**config.mk**
```make
export PLATFORM = sky130hd
export DESIGN_NAME = rnlt_ram
export DESIGN_NICKNAME = d
export VERILOG_FILES = /design/src/design/rnlt_ram.sv
export SDC_FILE = /design/constraint.sdc
export NUM_CORES = 1
export LEC_CHECK = 0
export ABC_AREA = 1
export BUFFER_PORTS_ARGS = -buffer_cell sky130_fd_sc_hd__buf_2
export CAP_MARGIN = 0
export CORE_MARGIN = 2
export CORE_UTILIZATION = 46
export DETAILED_ROUTE_END_ITERATION = 7
export GPL_TIMING_DRIVEN = 0
export SYNTH_ARGS = -nofsm -noshare
export SYNTH_HDL_FRONTEND = slang
export SYNTH_SLANG_ARGS = --single-unit
```
**constraint.sdc**
```tcl
create_clock -name clk_i -period 4 [get_ports clk_i]
set_input_delay 0.4 -clock clk_i [delete_from_list [all_inputs] [get_ports clk_i]]
set_output_delay 0.4 -clock clk_i [all_outputs]
set_load 0.02 [all_outputs]
```
**src/design/rnlt_ram.sv**
```systemverilog
// generic single-port ram with registered read
`default_nettype none
module rnlt_ram #(
  parameter int unsigned Width = 8,
  parameter int unsigned Depth = 16
) (
  input  wire logic                     clk_i,
  input  wire logic                     we_i,
  input  wire logic [$clog2(Depth)-1:0] addr_i,
  input  wire logic [Width-1:0]         wdata_i,
  output logic      [Width-1:0]         rdata_o
);
  logic [Width-1:0] mem_q [Depth];
  always_ff @(posedge clk_i) begin
    if (we_i) mem_q[addr_i] <= wdata_i;
    rdata_o <= mem_q[addr_i];
  end
endmodule
`default_nettype wire

```
==> results.toml <==
[cts]
post-cts-setup-buffer-count = 0
tritoncts_buffers = 17
clk_tree_root_cell = "clkbuf_16"
clock_tree.buffer_depth = 2
clkLatencyLatePin_ps = 410
cts.repair.resized = 0
tritoncts = "done"
clkSlewWorstSetupHoldPaths_ps = 60
cts_htree_levels = 4
cts.sink_count = 136
cts_hold_buffers_added = 0

[yosys]
yosys-top-cells-area = "edfxtp_1, nand2_1, dfxtp_1, inv_1, nor2_1"
ys_seq_area_frac = 0.716
netlist.area_leader.share = 0.687
netlist_instances = 548
avgSynthCellArea_um2 = 10.2
yosys.area.top_type = "edfxtp_1"
syn_nets = 562
ys_warn_count = 0
synth_cell_types = 11
ys_ff_latch = 136
post_synth_instance_area_mm2 = 0.00559

[sta]
worst-slew-pin-transition_ps = 759
setup_viol = 0
timing.final.max_slew_violations = 0
rsz_0062_raised_after_global_routing = "no"
setup_tns_ps = 0
achievable-frequency_mhz = 511
finalHoldViolations = 0
slew_hr = 0.492
period_minus_slack_ps = 1960
final_setup_slack_of_the_worst_path_ps = 2040
fin_skew_ps = 5.29
final_cycle_share = 0.489

[die]
design.die.area_mm2 = 0.0131
core_region_area_mm2 = 0.0120
ios = 22
initial_core_util = 0.468
row_count = 40
fp.dieW_um = 114
die_height_um = 114

[setup_path]
worst_setup_path_end_kind = "flop"
critical_path_required_ps = 4040
timing.critical_path.arrival_ps = 2000
crit_fanout = 10
number_of_cells_on_the_worst_reg_to_reg_path = 8
r2r_start = "mem_q[7][3]$_DFFE_PP_"
timing.critical_path.from_type = "primary input"
timing.reg2reg.setup_slack_ps = 2960
critPathMaxStageDelay_ps = 660
worstPathCellList = "buf_2 -> clkbuf_1 -> nand3_1 -> nor2_1"
cp_slowest_cell = "nor2_1"
worstReg2RegEnd = "rdata_o[3]$_DFF_P_"
path_class = "primary input to flop"

[power_and_ir_drop]
pleak_nw = 2.77
power.density_mw_per_mm2 = 506
ir_worst_vdd_mv = 0.370
power.total_w = 0.00325

[global_routing]
first_pass_grt_wire_length_um = 19100
grt_max_degree = 17
via_count_of_the_first_global_routing_pass = 3428
antenna_found_initial = 0
grtUsageTotal = 0.206
grt_residual_overflow = 0

[layout]
insertedDiodeCount = 0
finalNonFillerCells = 746
areaGrowthSynthToFinish_pct = 14.8
layout.nets = 601
fill_cells = 1059
post_route_cells_drive_above_1_share = 0.109

[placement]
numPlacedInstances = 715
dp.final_hpwl_um = 7970
routabilityCongestion = 0.791
port_buffers = 20
worst_setup_timing_slack_at_the_placement_stage_ps = 1610

[hold_path]
origin_of_the_worst_min_delay_path = "wdata_i[2]"
worstHoldPathCells = 1
hold_path.class = "primary input to flop"
whs_endpoint = "mem_q[5][2]$_DFFE_PP_"

[route]
drc_violation_count_after_routing = 0
routed_via_density = 4.87
route.final.wire_length_um = 12200
wl_per_cell_um = 16.3
route.antenna.remaining_nets = 0
route.vias.total = 3634
drt-initial-drc-count = 215
firstDrtPassIters = 5

[status]
status = "finished, final reports clean"

[flow_run]
cap_violations = 0
[kinds of logic (layout without fill, tap and decap cells)]
| kind of cell | count (synthesis) | count (layout) | share of synthesized area |
|---|---|---|---|
| AND/OR/NAND/NOR | 368 | 368 | 0.248 |
| flip-flops | 136 | 136 | 0.716 |
| buffers and inverters | 44 | 95 | 0.0362 |
[area by class of cell]
cell class	count	area, µm²	share of cell area
repair buffers	20	100	0.0156
multi-input cells	368	1390	0.216
inverters	23	86.3	0.0134
plain buffers	21	116	0.0181
clock inverters	11	108	0.0168
clock buffers	20	437	0.0680
flip-flops and latches	136	4000	0.624
well taps	147	184	0.0286
[per-stage QoR]
step	hold slack, ps	util	area [µm²]
after CTS	397	0.537	6420
final	399	0.537	6420
after floorplan	499	-	5590
after detailed placement	708	0.491	5880
after global placement	706	0.491	5880
after global routing	413	0.537	6420
[registers in the layout (all words and copies together) (netlist names)]
register	flops
mem_q	128
rdata_o	8
[per-layer routing]
| metal | vias up | part of all wire | GRT usage |
|---|---|---|---|
| met5 | - | 0 | 0 |
| met4 | 0 | 0.019 | 0.0715 |
| met3 | 16 | 0.051 | 0.0492 |
| met2 | 94 | 0.47 | 0.323 |
| met1 | 1697 | 0.46 | 0.283 |
| li1 | 1827 | - | - |
[cells in the mapped netlist]
master / n
buf_2: 12
edfxtp_1: 128
clkbuf_1: 3
nand2_1: 346
buf_4: 6
dfxtp_1: 8
inv_2: 1
inv_1: 21
nand3_1: 4
clkinv_1: 1
nor2_1: 18
[critical path: cells and delay by family]
kind / cells / cell delay (ps)
simple gates: 2 / 1010
buf+inv: 2 / 580
[report_power, final]
part           internal (W)  total, W  switching [W]
registers           0.00159   0.00160     0.00000735
logic             0.0000546  0.000204       0.000149
clock network      0.000901   0.00145       0.000545
[cells in the final DEF (no fill, tap or decap)]
cell type,n
buf_2,32
clkinv_2,5
buf_4,6
clkbuf_16,17
clkinv_1,3
dfxtp_1,8
inv_1,21
edfxtp_1,128
inv_2,1
nor2_1,18
bufinv_16,2
clkbuf_1,6
nand2_1,346
clkinvlp_4,2
nand3_1,4
[worst max-delay path by stage]
stage	from	end
global placement	addr_i[1]	mem_q[3][4]$_DFFE_PP_
finish	addr_i[1]	mem_q[3][4]$_DFFE_PP_
detailed placement	addr_i[1]	mem_q[3][0]$_DFFE_PP_
floorplan	addr_i[1]	mem_q[3][0]$_DFFE_PP_
global route	addr_i[1]	mem_q[3][4]$_DFFE_PP_
CTS	addr_i[1]	mem_q[3][4]$_DFFE_PP_
Power figures use the tool's default switching activity.
